`src/hw/rtl/svdbs_pkg.sv`:
```
`timescale 1ns / 1ps
package svdbs_pkg;

  typedef enum logic [2:0] {
    OP_LOAD_W = 3'd0,
    OP_LOAD_U = 3'd1,
    OP_LOAD_V = 3'd2,
    OP_LOAD_B = 3'd3,
    OP_START  = 3'd4
  } opcode_e;

  localparam logic [2:0] CFG_ROWS_M   = 3'd0;
  localparam logic [2:0] CFG_COLS_N   = 3'd1;
  localparam logic [2:0] CFG_RHS_COLS = 3'd2;
  localparam logic [2:0] CFG_IDENTITY = 3'd3;
  localparam logic [2:0] CFG_EPS      = 3'd4;

  localparam logic signed [47:0] MAX48 = 48'sh7FFF_FFFF_FFFF;
  localparam logic signed [47:0] MIN48 = 48'sh8000_0000_0000;
  localparam logic signed [31:0] MAX32 = 32'sh7FFF_FFFF;
  localparam logic signed [31:0] MIN32 = 32'sh8000_0000;

  localparam int MUL_SPLIT = 24;

  typedef struct packed {
    logic [2:0]         opcode;
    logic [2:0]         row_index;
    logic [2:0]         col_index;
    logic signed [31:0] value;
  } in_t;

  typedef struct packed {
    logic [2:0]         out_row;
    logic [2:0]         out_col;
    logic signed [31:0] out_value;
    logic               out_last;
  } out_t;

  typedef struct packed {
    logic [3:0]  rows_m;
    logic [3:0]  cols_n;
    logic [3:0]  rhs_cols;
    logic        use_identity_rhs;
    logic [31:0] eps_scaled;
  } cfg_t;

  typedef struct packed {
    opcode_e            kind;
    logic [2:0]         row;
    logic [2:0]         col;
    logic signed [31:0] value;
  } cmd_t;

  function automatic logic signed [47:0] sat48(input logic signed [48:0] v);
    if (v[48] != v[47]) begin
      return v[48] ? MIN48 : MAX48;
    end
    return v[47:0];
  endfunction

  function automatic logic signed [47:0] add48(input logic signed [47:0] a,
                                               input logic signed [47:0] b);
    logic signed [48:0] t;
    t = {a[47], a} + {b[47], b};
    return sat48(t);
  endfunction

  function automatic logic signed [31:0] sat32(input logic signed [47:0] v);
    if (!v[47] && (|v[46:31])) begin
      return MAX32;
    end
    if (v[47] && !(&v[46:31])) begin
      return MIN32;
    end
    return v[31:0];
  endfunction

endpackage

```
`src/hw/rtl/svdbs_fifo.sv`:
```
`timescale 1ns / 1ps
module svdbs_fifo (
  input  logic            clk_i,
  input  logic            rst_ni,
  input  logic            push_i,
  input  svdbs_pkg::cmd_t cmd_i,
  input  logic            pop_i,
  output svdbs_pkg::cmd_t cmd_o,
  output logic            full_o,
  output logic            empty_o
);

  svdbs_pkg::cmd_t slot_q [2];
  logic            wp_q, wp_d;
  logic            rp_q, rp_d;
  logic [1:0]      cnt_q, cnt_d;

  assign full_o  = cnt_q == 2'd2;
  assign empty_o = cnt_q == 2'd0;
  assign cmd_o   = slot_q[rp_q];

  always_comb begin
    wp_d  = wp_q;
    rp_d  = rp_q;
    cnt_d = cnt_q;
    if (push_i) begin
      wp_d = ~wp_q;
    end
    if (pop_i) begin
      rp_d = ~rp_q;
    end
    if (push_i && !pop_i) begin
      cnt_d = cnt_q + 2'd1;
    end else if (pop_i && !push_i) begin
      cnt_d = cnt_q - 2'd1;
    end
  end

  always_ff @(posedge clk_i or negedge rst_ni) begin
    if (!rst_ni) begin
      wp_q  <= 1'b0;
      rp_q  <= 1'b0;
      cnt_q <= 2'd0;
    end else begin
      wp_q  <= wp_d;
      rp_q  <= rp_d;
      cnt_q <= cnt_d;
    end
  end

  always_ff @(posedge clk_i) begin
    if (push_i) begin
      slot_q[wp_q] <= cmd_i;
    end
  end

endmodule

```
`config.mk`:
```
export PLATFORM = sky130hd
export DESIGN_NAME = svdbs_fifo
export DESIGN_NICKNAME = d
export VERILOG_FILES = /design/src/hw/rtl/svdbs_pkg.sv /design/src/hw/rtl/svdbs_fifo.sv
export SDC_FILE = /design/constraint.sdc
export NUM_CORES = 1
export LEC_CHECK = 0
export BUFFER_PORTS_ARGS = -buffer_cell sky130_fd_sc_hd__clkbuf_2
export CORE_UTILIZATION = 50
export CTS_BUF_LIST = sky130_fd_sc_hd__clkbuf_8
export CTS_CLUSTER_SIZE = 14
export DETAILED_ROUTE_END_ITERATION = 6
export GPL_TIMING_DRIVEN = 0
export PLACE_DENSITY = 0.76
export SYNTH_ARGS = -nofsm -noshare
export SYNTH_HDL_FRONTEND = slang
export SYNTH_SLANG_ARGS = --single-unit
export TNS_END_PERCENT = 10
```
`constraint.sdc`:
```
create_clock -name clk_i -period 7.7 [get_ports clk_i]
set_input_delay 1.155 -clock clk_i [delete_from_list [all_inputs] [get_ports clk_i]]
set_output_delay 1.155 -clock clk_i [all_outputs]
set_load 0.02 [all_outputs]
```
# After elaboration in Yosys (flattened, before gate mapping)
# Memory sizes are Yosys's and may differ from the RTL's.
# Cells that the tools add are included.
# word_totals
regBits,4
latchBits,0
ram_bits,82
romBits,0
in_bits,45
output_inout_bits,43
elab_cells,19
n_memories,1
# memory_table
memory,words,word_bits,read_ports,rd_clocked_by_memory_dff,write_ports,line,source
slot_q,2,41,1,0,1,svdbs_fifo.sv:13,svdbs_pkg::cmd_t slot_q [2];
# classes
addsub,2
n_mul,0
div_mod_pow,0
magnitude_cmp,0
eq_ne,1
n_shift,0
muxes,4
bitwise,2
n_reduce_logical,6
# op_table
operator,count
2-bit 2-to-1 mux,2
"2-bit by 1-bit adder with 2-bit output, second input constant",1
"2-bit == test, second input constant",1
1-bit logical AND,2
1-bit zero test,2
2-bit zero test,1
1-bit 2-to-1 mux,2
1-bit inverter,2
2-bit nonzero test,1
"2-bit by 1-bit subtractor with 2-bit output, second input constant",1

# Depth between registers and ports, before layout
# Gate-level depths: netlist of the first run.
# logic_depth
ltp_word,4
depth_mapped,5
mapped_depth_nobuf,5

# Worst setup path after synthesis of the first run
# Ideal clock, no wire load.
# synth_timing
path_kind,input -> register
startpoint,in push_i
endpoint,"mem slot_q[0][0] (netlist name), enable pin"
setup_ns,0.444
arrival_time_ns,2.987
t_required_ns,7.256
setup_slack_ns,4.269
path_stages,1
path_buffers,0
cell_sequence,nor2b_1
# synth_between
elab_chain_len,2
# synth_rtl
element,line,source
"start, declared",svdbs_fifo.sv:5,"input logic push_i,"
1-bit 2-to-1 mux,svdbs_fifo.sv:52,if (push_i) begin
1-bit 2-to-1 mux (not written as such),svdbs_fifo.sv:53,slot_q[wp_q] <= cmd_i;
"end, declared",svdbs_fifo.sv:13,
# Every way passes these cells.

==> results of run 1 <==
==> area by class of cell <==
cell class	count	area [um^2]
sequential	86	2560
inverter	1	3.75
timing repair buffer	89	475
clock buffer	9	124
fill	459	2300
tap	77	96.3
clock inverter	7	72.6
multi-input combinational	52	699
buffer	5	91.3
==> Yosys cell counts <==
library cell,count
sky130_fd_sc_hd__inv_1,1
sky130_fd_sc_hd__dfrtp_1,4
sky130_fd_sc_hd__xnor2_1,1
sky130_fd_sc_hd__buf_6,1
sky130_fd_sc_hd__mux2_2,2
sky130_fd_sc_hd__nor2_1,2
sky130_fd_sc_hd__buf_12,4
sky130_fd_sc_hd__ha_1,1
sky130_fd_sc_hd__mux2_4,39
sky130_fd_sc_hd__edfxtp_1,82
sky130_fd_sc_hd__xor2_1,4
sky130_fd_sc_hd__nor2b_1,2
sky130_fd_sc_hd__and2_1,1
==> worst max-delay path by stage <==
| stage | start | endpoint | slack [ns] |
|---|---|---|---|
| finish | rp_q | cmd_o[27] | 5.06 |
| floorplan | push_i | slot_q[0][0] | 4.27 |
| detailed placement | push_i | slot_q[0][28] | 5.42 |
| CTS | rp_q | cmd_o[38] | 5.04 |
| global route | rp_q | cmd_o[5] | 5.00 |
| global placement | push_i | slot_q[0][16] | 3.06 |
==> per-stage QoR <==
step                hold WS (ns)  utilization  area (um^2)  cells  power [mW]
global placement           0.469        0.604         3880    308        1.25
CTS                        0.500        0.642         4130    326        1.57
finish                     0.501        0.642         4130    326        1.55
global route               0.532        0.642         4130    326        1.62
floorplan                  0.455            -         3350    144        1.11
detailed placement         0.484        0.612         3930    310        1.27
==> logic make-up after synthesis <==
logic type / count (synthesis)
flops: 86
fa+ha+maj: 1
mux: 41
simple gates: 5
buf+inv: 6
xor+xnor: 5
==> flip-flops by register name (all words and copies together) (netlist names) <==
name    flops
cnt_q       2
rp_q        1
slot_q     82
wp_q        1
==> power breakdown <==
| part | switching [mW] | leakage, nW | internal, mW |
|---|---|---|---|
| registers | 0.0289 | 0.816 | 0.621 |
| logic | 0.310 | 0.801 | 0.287 |
| clock network | 0.152 | 0.0972 | 0.150 |
==> routing by layer <==
metal | vias up | wire length (um)
met4 | 0 | 37
met3 | 6 | 323
li1 | 761 | -
met2 | 61 | 2510
met5 | - | 0
met1 | 783 | 2020
==> critical path: cells and delay by family (launching register included) <==
kind / cells / cell delay, ns
buffers and inverters: 3 / 0.46
muxes: 1 / 0.30
DFF: 1 / 0.38
==> flow_summary.html, run 1 <==
<table>
<tr><th>Metric</th><th>Value</th></tr>
<tr><th colspan="2">Finish</th></tr>
<tr><td>Inserted Diodes</td><td>0</td></tr>
<tr><td>Layout cells sized above 1</td><td>0.610</td></tr>
<tr><td>Commonest non-fill, non-tap cell in the layout</td><td>sky130_fd_sc_hd__clkbuf_2</td></tr>
<tr><td>Net count reported at finish</td><td>290</td></tr>
<tr><td>Area growth, synth to finish</td><td>23.2%</td></tr>
<tr><td>Commonest cells after routing, fill and taps aside</td><td>sky130_fd_sc_hd__clkbuf_2 (87), sky130_fd_sc_hd__edfxtp_1 (82), sky130_fd_sc_hd__mux2_4 (39)</td></tr>
<tr><th colspan="2">Global route</th></tr>
<tr><td>Met3 capacity usage during global routing</td><td>0.0623</td></tr>
<tr><td>Wire length of the first global-routing pass</td><td>just under 8000 um</td></tr>
<tr><td>Antenna violations before repair</td><td>0</td></tr>
<tr><td>Global route total overflow</td><td>0</td></tr>
<tr><td>Busiest layer in global routing</td><td>met2</td></tr>
<tr><td>Maximum number of pins on one net before global-route repair</td><td>33</td></tr>
<tr><td>GR met1 Demand/Resource</td><td>0.177</td></tr>
<tr><td>Via count of the first global-routing pass</td><td>between 1,500 and 2,000</td></tr>
<tr><td>Total GRT Usage</td><td>0.153</td></tr>
<tr><td>Met2 Use GR</td><td>0.251</td></tr>
<tr><th colspan="2">STA</th></tr>
<tr><td>Min Tclk post-route</td><td>2.64 ns</td></tr>
<tr><td>Final cycle utilization of the critical path</td><td>0.342</td></tr>
<tr><td>Setup_tns</td><td>0 ns</td></tr>
<tr><td>Number of max-slew violations in the final report</td><td>0</td></tr>
<tr><td>Setup repair after global routing missed its margin</td><td>false</td></tr>
<tr><td>Measured slew at the worst slew-check pin</td><td>approximately 0.36 ns</td></tr>
<tr><td>Final hold violation count</td><td>0</td></tr>
<tr><td>Max Clock Freq</td><td>roughly 0.38 GHz</td></tr>
<tr><td>Worst setup skew after layout</td><td>slightly above 0.008 ns</td></tr>
<tr><td>Number of failing setup endpoints in the final timing report</td><td>0</td></tr>
<tr><td>Rel. slew slack</td><td>0.763</td></tr>
<tr><td>Final setup margin</td><td>5.06 ns</td></tr>
<tr><th colspan="2">Min path</th></tr>
<tr><td>Endpoint of the worst hold path</td><td>cnt_q[1]</td></tr>
<tr><td>Worst Hold Depth</td><td>1</td></tr>
<tr><td>Worst min-delay path startpoint</td><td>cnt_q[1]</td></tr>
<tr><td>Class of the tightest hold or removal check</td><td>reg2reg</td></tr>
<tr><th colspan="2">Drt</th></tr>
<tr><td>Post-detailed-route wirelength per cell</td><td>~15 um</td></tr>
<tr><td>DRC violation total after the first TritonRoute iteration</td><td>92</td></tr>
<tr><td>First-pass iteration count of the detailed router</td><td>6</td></tr>
<tr><td>DR vias</td><td>1,611</td></tr>
<tr><td>Total detailed-routing wirelength</td><td>just under 5000 um</td></tr>
<tr><td>Vias per std cell</td><td>4.94</td></tr>
<tr><td>Final antenna-violating net count</td><td>0</td></tr>
<tr><td>DRC violations left</td><td>10</td></tr>
<tr><th colspan="2">Critical path</th></tr>
<tr><td>Startpoint of the lowest-slack register-to-register path</td><td>wp_q</td></tr>
<tr><td>Reg2reg end</td><td>slot_q[1][5]</td></tr>
<tr><td>Kind of launch point of the worst setup path</td><td>flop</td></tr>
<tr><td>Cell with the biggest individual delay on the critical path</td><td>sky130_fd_sc_hd__dfrtp_1</td></tr>
<tr><td>Req. time, crit path</td><td>around 6.6 ns</td></tr>
<tr><td>Slowest stage delay, CP</td><td>0.38 ns</td></tr>
<tr><td>Worst Reg-to-Reg Cells</td><td>2</td></tr>
<tr><td>Worst endpoint data arrival time</td><td>between 1 and 1.5 ns</td></tr>
<tr><td>Cell chain of the critical path</td><td>buf_6, buf_12, mux2_4, clkbuf_2</td></tr>
<tr><td>CP endpoint kind</td><td>output pin</td></tr>
<tr><td>Setup slack on the worst flop-to-flop path</td><td>around 6.3 ns</td></tr>
<tr><td>Critical path class</td><td>reg2out</td></tr>
<tr><td>Biggest fanout along the worst timing path</td><td>10</td></tr>
<tr><th colspan="2">Synth</th></tr>
<tr><td>Share of synthesized area spent on multiplexers</td><td>0.182</td></tr>
<tr><td>Netlist cell types</td><td>13</td></tr>
<tr><td>Yosys top cell by area</td><td>sky130_fd_sc_hd__edfxtp_1</td></tr>
<tr><td>Cells after synthesis</td><td>around 140</td></tr>
<tr><td>Combinational family with the most area after synthesis</td><td>multiplexers</td></tr>
<tr><td>Share of synthesized area occupied by flip-flops and latches</td><td>0.765</td></tr>
<tr><td>Yosys warns</td><td>0</td></tr>
<tr><td>Cell area after technology mapping</td><td>3350 um^2</td></tr>
<tr><td>Mean post-synth cell area</td><td>between 20 and 25 um^2</td></tr>
<tr><td>Number of nets produced by synthesis</td><td>190</td></tr>
<tr><td>Post-synthesis compound-gate area fraction</td><td>0</td></tr>
<tr><td>Post-Synth Adder-Cell Area</td><td>0.00374</td></tr>
<tr><td>Seq cells post-synth</td><td>86</td></tr>
<tr><td>Synthesized-area fraction occupied by xor and xnor cells</td><td>0.0131</td></tr>
<tr><td>Area fraction in and, or, nand and nor cells after synthesis</td><td>0.00785</td></tr>
<tr><td>Yosys top cell area share</td><td>0.735</td></tr>
<tr><td>Cell types with the largest area share after synthesis</td><td>sky130_fd_sc_hd__edfxtp_1 (74%), sky130_fd_sc_hd__mux2_4 (17%), sky130_fd_sc_hd__dfrtp_1 (3.0%), sky130_fd_sc_hd__buf_12 (2.4%), sky130_fd_sc_hd__xor2_1 (1.0%)</td></tr>
<tr><th colspan="2">Placement</th></tr>
<tr><td>Detailed Place HPWL</td><td>approximately 3400 um</td></tr>
<tr><td>Worst Setup Slack post-DPL</td><td>roughly 5.4 ns</td></tr>
<tr><td>IO Port Bufs</td><td>between 80 and 90</td></tr>
<tr><td>Gp weighted congestion</td><td>between 0.6 and 0.7</td></tr>
<tr><th colspan="2">Clocking</th></tr>
<tr><td>Count of hold buffers inserted by post-cts repair</td><td>0</td></tr>
<tr><td>Clk slew on worst S/H paths</td><td>roughly 0.08 ns</td></tr>
<tr><td>Buffer levels on the longest clock path</td><td>2</td></tr>
<tr><td>Insertion delay of the later-clocked pin in the worst-skew pair</td><td>around 0.35 ns</td></tr>
<tr><td>TritonCTS clock tree</td><td>done</td></tr>
<tr><td>CTS root buf</td><td>sky130_fd_sc_hd__clkbuf_8</td></tr>
<tr><td>Number of sinks handled by clock tree synthesis</td><td>86</td></tr>
<tr><td>Number of buffers created by CTS</td><td>9</td></tr>
<tr><td>Number of levels the H-tree was split into</td><td>3</td></tr>
<tr><td>Post-CTS Setup Inserts</td><td>0</td></tr>
<tr><td>Cts repair resizes</td><td>0</td></tr>
<tr><th colspan="2">Floorplanning</th></tr>
<tr><td>Die height</td><td>~84 um</td></tr>
<tr><td>Chip Width</td><td>roughly 84 um</td></tr>
<tr><td>Starting Density</td><td>0.521</td></tr>
<tr><td>Core Box Area</td><td>approximately 6400 um^2</td></tr>
<tr><td>Row cnt</td><td>29</td></tr>
<tr><td>I/O pin cnt</td><td>just under 90</td></tr>
<tr><td>Floorplan die area</td><td>7030 um^2</td></tr>
<tr><th colspan="2">Run status</th></tr>
<tr><td>Violated checks</td><td>design-rule violations</td></tr>
<tr><td>Status</td><td>finished with violations</td></tr>
<tr><th colspan="2">Flow run</th></tr>
<tr><td>Maximum capacitance violations</td><td>0</td></tr>
<tr><th colspan="2">Pwr</th></tr>
<tr><td>Leakage power</td><td>about 1.7 nW</td></tr>
<tr><td>Worst-case vdd ir drop</td><td>approximately 0.00020 V</td></tr>
<tr><td>PD cells</td><td>about 380 nW/um^2</td></tr>
</table>
Power figures use the tool's default switching activity.
==> run 2: changes to the inputs <==
==> constraint.sdc (replaced) <==
create_clock -name clk_i -period 2.6 [get_ports clk_i]
set_input_delay 0.39 -clock clk_i [delete_from_list [all_inputs] [get_ports clk_i]]
set_output_delay 0.39 -clock clk_i [all_outputs]
set_load 0.02 [all_outputs]
==> run 2 against run 1 <==
Compared with the run above:
- the run still ends with design-rule violations left
- first-iteration DRC count decreased by 11%
- sequential share of layout area is 0.13 points lower
- combinational power increased to 3.0 times the previous value
- power increased to 2.9 times the previous value
- largest cell class unchanged
- largest power group unchanged
- highest routed layer unchanged
==> flow_summary.html, run 2 (synthesis gave the netlist of run 1 again) <==
<table>
<tr><th>Metric</th><th>Value</th></tr>
<tr><th colspan="2">Floorplanning</th></tr>
<tr><td>Starting Density</td><td>0.521 (unchanged)</td></tr>
<tr><td>Core Box Area</td><td>6420 um^2 (unchanged)</td></tr>
<tr><td>Chip Width</td><td>83.8 um (unchanged)</td></tr>
<tr><td>Floorplan die area</td><td>7030 um^2 (unchanged)</td></tr>
<tr><td>I/O pin cnt</td><td>88 (unchanged)</td></tr>
<tr><td>Die height</td><td>83.8 um (unchanged)</td></tr>
<tr><td>Row cnt</td><td>29 (unchanged)</td></tr>
<tr><th colspan="2">Global route</th></tr>
<tr><td>Global route total overflow</td><td>0 (unchanged)</td></tr>
<tr><td>Maximum number of pins on one net before global-route repair</td><td>24 (was 33)</td></tr>
<tr><td>Via count of the first global-routing pass</td><td>1,704 (was 1,668)</td></tr>
<tr><td>Total GRT Usage</td><td>0.156 (was 0.153)</td></tr>
<tr><td>Wire length of the first global-routing pass</td><td>8070 um (was 7870 um)</td></tr>
<tr><td>Antenna violations before repair</td><td>0 (unchanged)</td></tr>
<tr><th colspan="2">Flow run</th></tr>
<tr><td>Maximum capacitance violations</td><td>0 (unchanged)</td></tr>
<tr><th colspan="2">Pwr</th></tr>
<tr><td>Leakage power</td><td>1.73 nW (was 1.71 nW)</td></tr>
<tr><td>Worst-case vdd ir drop</td><td>0.000644 V (was 0.000203 V)</td></tr>
<tr><td>PD cells</td><td>1100 nW/um^2 (was 376 nW/um^2)</td></tr>
<tr><td>Overall power of the completed layout</td><td>4.57 mW (was 1.55 mW)</td></tr>
<tr><th colspan="2">STA</th></tr>
<tr><td>Max Clock Freq</td><td>between 0.5 and 0.6 GHz</td></tr>
<tr><td>Worst setup skew after layout</td><td>0.00960 ns (was 0.00828 ns)</td></tr>
<tr><td>Min Tclk post-route</td><td>between 1.5 and 2 ns</td></tr>
<tr><td>Rel. slew slack</td><td>0.572 (was 0.763)</td></tr>
<tr><td>Number of failing setup endpoints in the final timing report</td><td>0 (unchanged)</td></tr>
<tr><td>Worst Hold Margin</td><td>0.239 ns (was 0.501 ns)</td></tr>
<tr><td>Final cycle utilization of the critical path</td><td>0.711</td></tr>
<tr><td>Final hold violation count</td><td>0 (unchanged)</td></tr>
<tr><td>Measured slew at the worst slew-check pin</td><td>0.640 ns (was 0.355 ns)</td></tr>
<tr><td>Number of max-slew violations in the final report</td><td>0 (unchanged)</td></tr>
<tr><td>Setup repair after global routing missed its margin</td><td>false (unchanged)</td></tr>
<tr><th colspan="2">Finish</th></tr>
<tr><td>Net count reported at finish</td><td>291 (was 290)</td></tr>
<tr><td>Commonest cells after routing, fill and taps aside</td><td>sky130_fd_sc_hd__clkbuf_2 (87), sky130_fd_sc_hd__edfxtp_1 (82), sky130_fd_sc_hd__mux2_4 (39) (unchanged)</td></tr>
<tr><td>Largest register by flop count</td><td>slot_q (unchanged)</td></tr>
<tr><td>Registers with the most flip-flops</td><td>slot_q: 82 flops, cnt_q: 2 flops (unchanged)</td></tr>
<tr><td>Layout cells sized above 1</td><td>0.600 (was 0.610)</td></tr>
<tr><td>Max reg flops</td><td>82 (unchanged)</td></tr>
<tr><td>Area growth, synth to finish</td><td>23.5% (was 23.2%)</td></tr>
<tr><td>Non-Filler Instances</td><td>327 (was 326)</td></tr>
<tr><td>Commonest non-fill, non-tap cell in the layout</td><td>sky130_fd_sc_hd__clkbuf_2 (unchanged)</td></tr>
<tr><td>Inserted Diodes</td><td>0 (unchanged)</td></tr>
<tr><td>Post-Route Utilization</td><td>0.644 (was 0.642)</td></tr>
<tr><th colspan="2">Drt</th></tr>
<tr><td>First-pass iteration count of the detailed router</td><td>6 (unchanged)</td></tr>
<tr><td>Wire length on met3</td><td>223 um (was 323 um)</td></tr>
<tr><td>DRC violation total after the first TritonRoute iteration</td><td>82 (was 92)</td></tr>
<tr><td>DR vias</td><td>1,593 (was 1,611)</td></tr>
<tr><td>Total detailed-routing wirelength</td><td>5080 um (was 4890 um)</td></tr>
<tr><td>Sum of met2 wire segment lengths after detailed routing</td><td>2720 um (was 2510 um)</td></tr>
<tr><td>Top routing layer used</td><td>met4 (unchanged)</td></tr>
<tr><td>Met1 WL</td><td>2060 um (was 2020 um)</td></tr>
<tr><td>Vias per std cell</td><td>4.87 (was 4.94)</td></tr>
<tr><td>DRC violations left</td><td>7 (was 10)</td></tr>
<tr><td>Post-detailed-route wirelength per cell</td><td>15.5 um (was 15.0 um)</td></tr>
<tr><td>Final antenna-violating net count</td><td>0 (unchanged)</td></tr>
<tr><th colspan="2">Run status</th></tr>
<tr><td>Status</td><td>finished with violations (unchanged)</td></tr>
<tr><td>Violated checks</td><td>design-rule violations (unchanged)</td></tr>
<tr><th colspan="2">Critical path</th></tr>
<tr><td>Kind of launch point of the worst setup path</td><td>flop (unchanged)</td></tr>
<tr><td>Slowest stage delay, CP</td><td>0.37 ns (was 0.38 ns)</td></tr>
<tr><td>Reg2reg end</td><td>slot_q[0][14] (was slot_q[1][5])</td></tr>
<tr><td>Setup slack on the worst flop-to-flop path</td><td>1.08 ns (was 6.34 ns)</td></tr>
<tr><td>Biggest fanout along the worst timing path</td><td>10 (unchanged)</td></tr>
<tr><td>Worst endpoint data arrival time</td><td>1.46 ns (was 1.48 ns)</td></tr>
<tr><td>CP endpoint kind</td><td>output pin (unchanged)</td></tr>
<tr><td>Cell with the biggest individual delay on the critical path</td><td>sky130_fd_sc_hd__dfrtp_1 (unchanged)</td></tr>
<tr><td>Worst Reg-to-Reg Cells</td><td>2 (unchanged)</td></tr>
<tr><td>Cell chain of the critical path</td><td>buf_6, buf_12, mux2_4, clkbuf_2 (unchanged)</td></tr>
<tr><td>Req. time, crit path</td><td>2.21 ns (was 6.55 ns)</td></tr>
<tr><td>Critical path class</td><td>reg2out (unchanged)</td></tr>
<tr><td>Startpoint of the lowest-slack register-to-register path</td><td>wp_q (unchanged)</td></tr>
<tr><th colspan="2">Clocking</th></tr>
<tr><td>Number of buffers created by CTS</td><td>9 (unchanged)</td></tr>
<tr><td>Buffer levels on the longest clock path</td><td>2 (unchanged)</td></tr>
<tr><td>Number of sinks handled by clock tree synthesis</td><td>86 (unchanged)</td></tr>
<tr><td>Number of levels the H-tree was split into</td><td>3 (unchanged)</td></tr>
<tr><td>Insertion delay of the later-clocked pin in the worst-skew pair</td><td>0.33 ns (was 0.35 ns)</td></tr>
<tr><td>CTS root buf</td><td>sky130_fd_sc_hd__clkbuf_8 (unchanged)</td></tr>
<tr><td>Clk slew on worst S/H paths</td><td>0.08 ns (about the same)</td></tr>
<tr><td>TritonCTS clock tree</td><td>done (unchanged)</td></tr>
<tr><th colspan="2">Placement</th></tr>
<tr><td>Detailed Place HPWL</td><td>3520 um (was 3350 um)</td></tr>
<tr><td>Number of cells in the design after placement</td><td>310 (unchanged)</td></tr>
<tr><td>Gp weighted congestion</td><td>0.705 (was 0.633)</td></tr>
<tr><td>IO Port Bufs</td><td>87 (unchanged)</td></tr>
<tr><th colspan="2">Min path</th></tr>
<tr><td>Worst Hold Depth</td><td>1 (unchanged)</td></tr>
<tr><td>Worst min-delay path startpoint</td><td>cmd_i[32] (was cnt_q[1])</td></tr>
<tr><td>Endpoint of the worst hold path</td><td>slot_q[0][32] (was cnt_q[1])</td></tr>
<tr><td>Class of the tightest hold or removal check</td><td>in2reg (was reg2reg)</td></tr>
</table>
[run 2: changes by cell type in the layout (fill, tap and decap cells not counted)]
cell and delta:
sky130_fd_sc_hd__buf_12 -2, sky130_fd_sc_hd__buf_16 +2, sky130_fd_sc_hd__clkinv_2 +2, sky130_fd_sc_hd__clkinv_4 -2, sky130_fd_sc_hd__clkinv_1 +1, sky130_fd_sc_hd__clkinvlp_4 -1
sky130_fd_sc_hd__dlygate4sd3_1 +1, sky130_fd_sc_hd__inv_1 +1, sky130_fd_sc_hd__inv_6 -1
[run 2: area by class of cell]
| class | instances | area, um^2 |
|---|---|---|
| Buffer | 5 | 91.3 |
| Timing Repair Buffer | 90 | 500 |
| Clock inverter | 7 | 56.3 |
| Sequential cell | 86 | 2560 |
| Fill cell | 456 | 2290 |
| Multi-Input combinational cell | 52 | 699 |
| Tap cell | 77 | 96.3 |
| Clock buffer | 9 | 124 |
| Inverter | 1 | 3.75 |
[run 2: critical path, delay by kind of cell (launching register included)]
kind                   cells  cell delay, ns
buffers and inverters      3            0.47
flip-flops                 1            0.37
multiplexers               1            0.29
[run 2: metrics by stage]
stage | instance area (um^2) | setup WS, ns | TNS, ns
finish | 4130 | 0.751 | 0
global route | 4130 | 0.691 | 0
detailed placement | 3940 | 0.913 | 0
floorplan | 3350 | 0.697 | 0
global placement | 3880 | -0.0228 | -0.872
CTS | 4130 | 0.724 | 0
[run 2: worst max path at each step]
stage	start	end	slack (ns)	depth (start not counted)
3_3_place_gp	push_i	slot_q[0][21]	-0.02	2
3_5_place_dp	push_i	slot_q[0][31]	0.91	3
5_1_grt	rp_q	cmd_o[25]	0.69	4
4_1_cts	rp_q	cmd_o[27]	0.72	4
6_report	rp_q	cmd_o[30]	0.75	4
2_1_floorplan	push_i	slot_q[0][0]	0.70	1
[run 2: power by group]
group | switching, mW | internal [mW] | leakage [nW]
clock network | 0.418 | 0.429 | 0.0990
logic | 0.929 | 0.864 | 0.812
registers | 0.0859 | 1.84 | 0.816
[run 2: per-layer routing]
layer / up-vias / global-route usage
li1: 764 / -
met2: 50 / 0.267
met3: 9 / 0.0425
met4: 0 / 0.0705
met5: - / 0
met1: 770 / 0.184
[run 2: what timing repair did]
action                                 4_1_cts  5_1_grt
endpoints found under the hold margin        4        0
resized for setup                            0        0
hold buffers                                 1        0
buffers inserted                             0        0
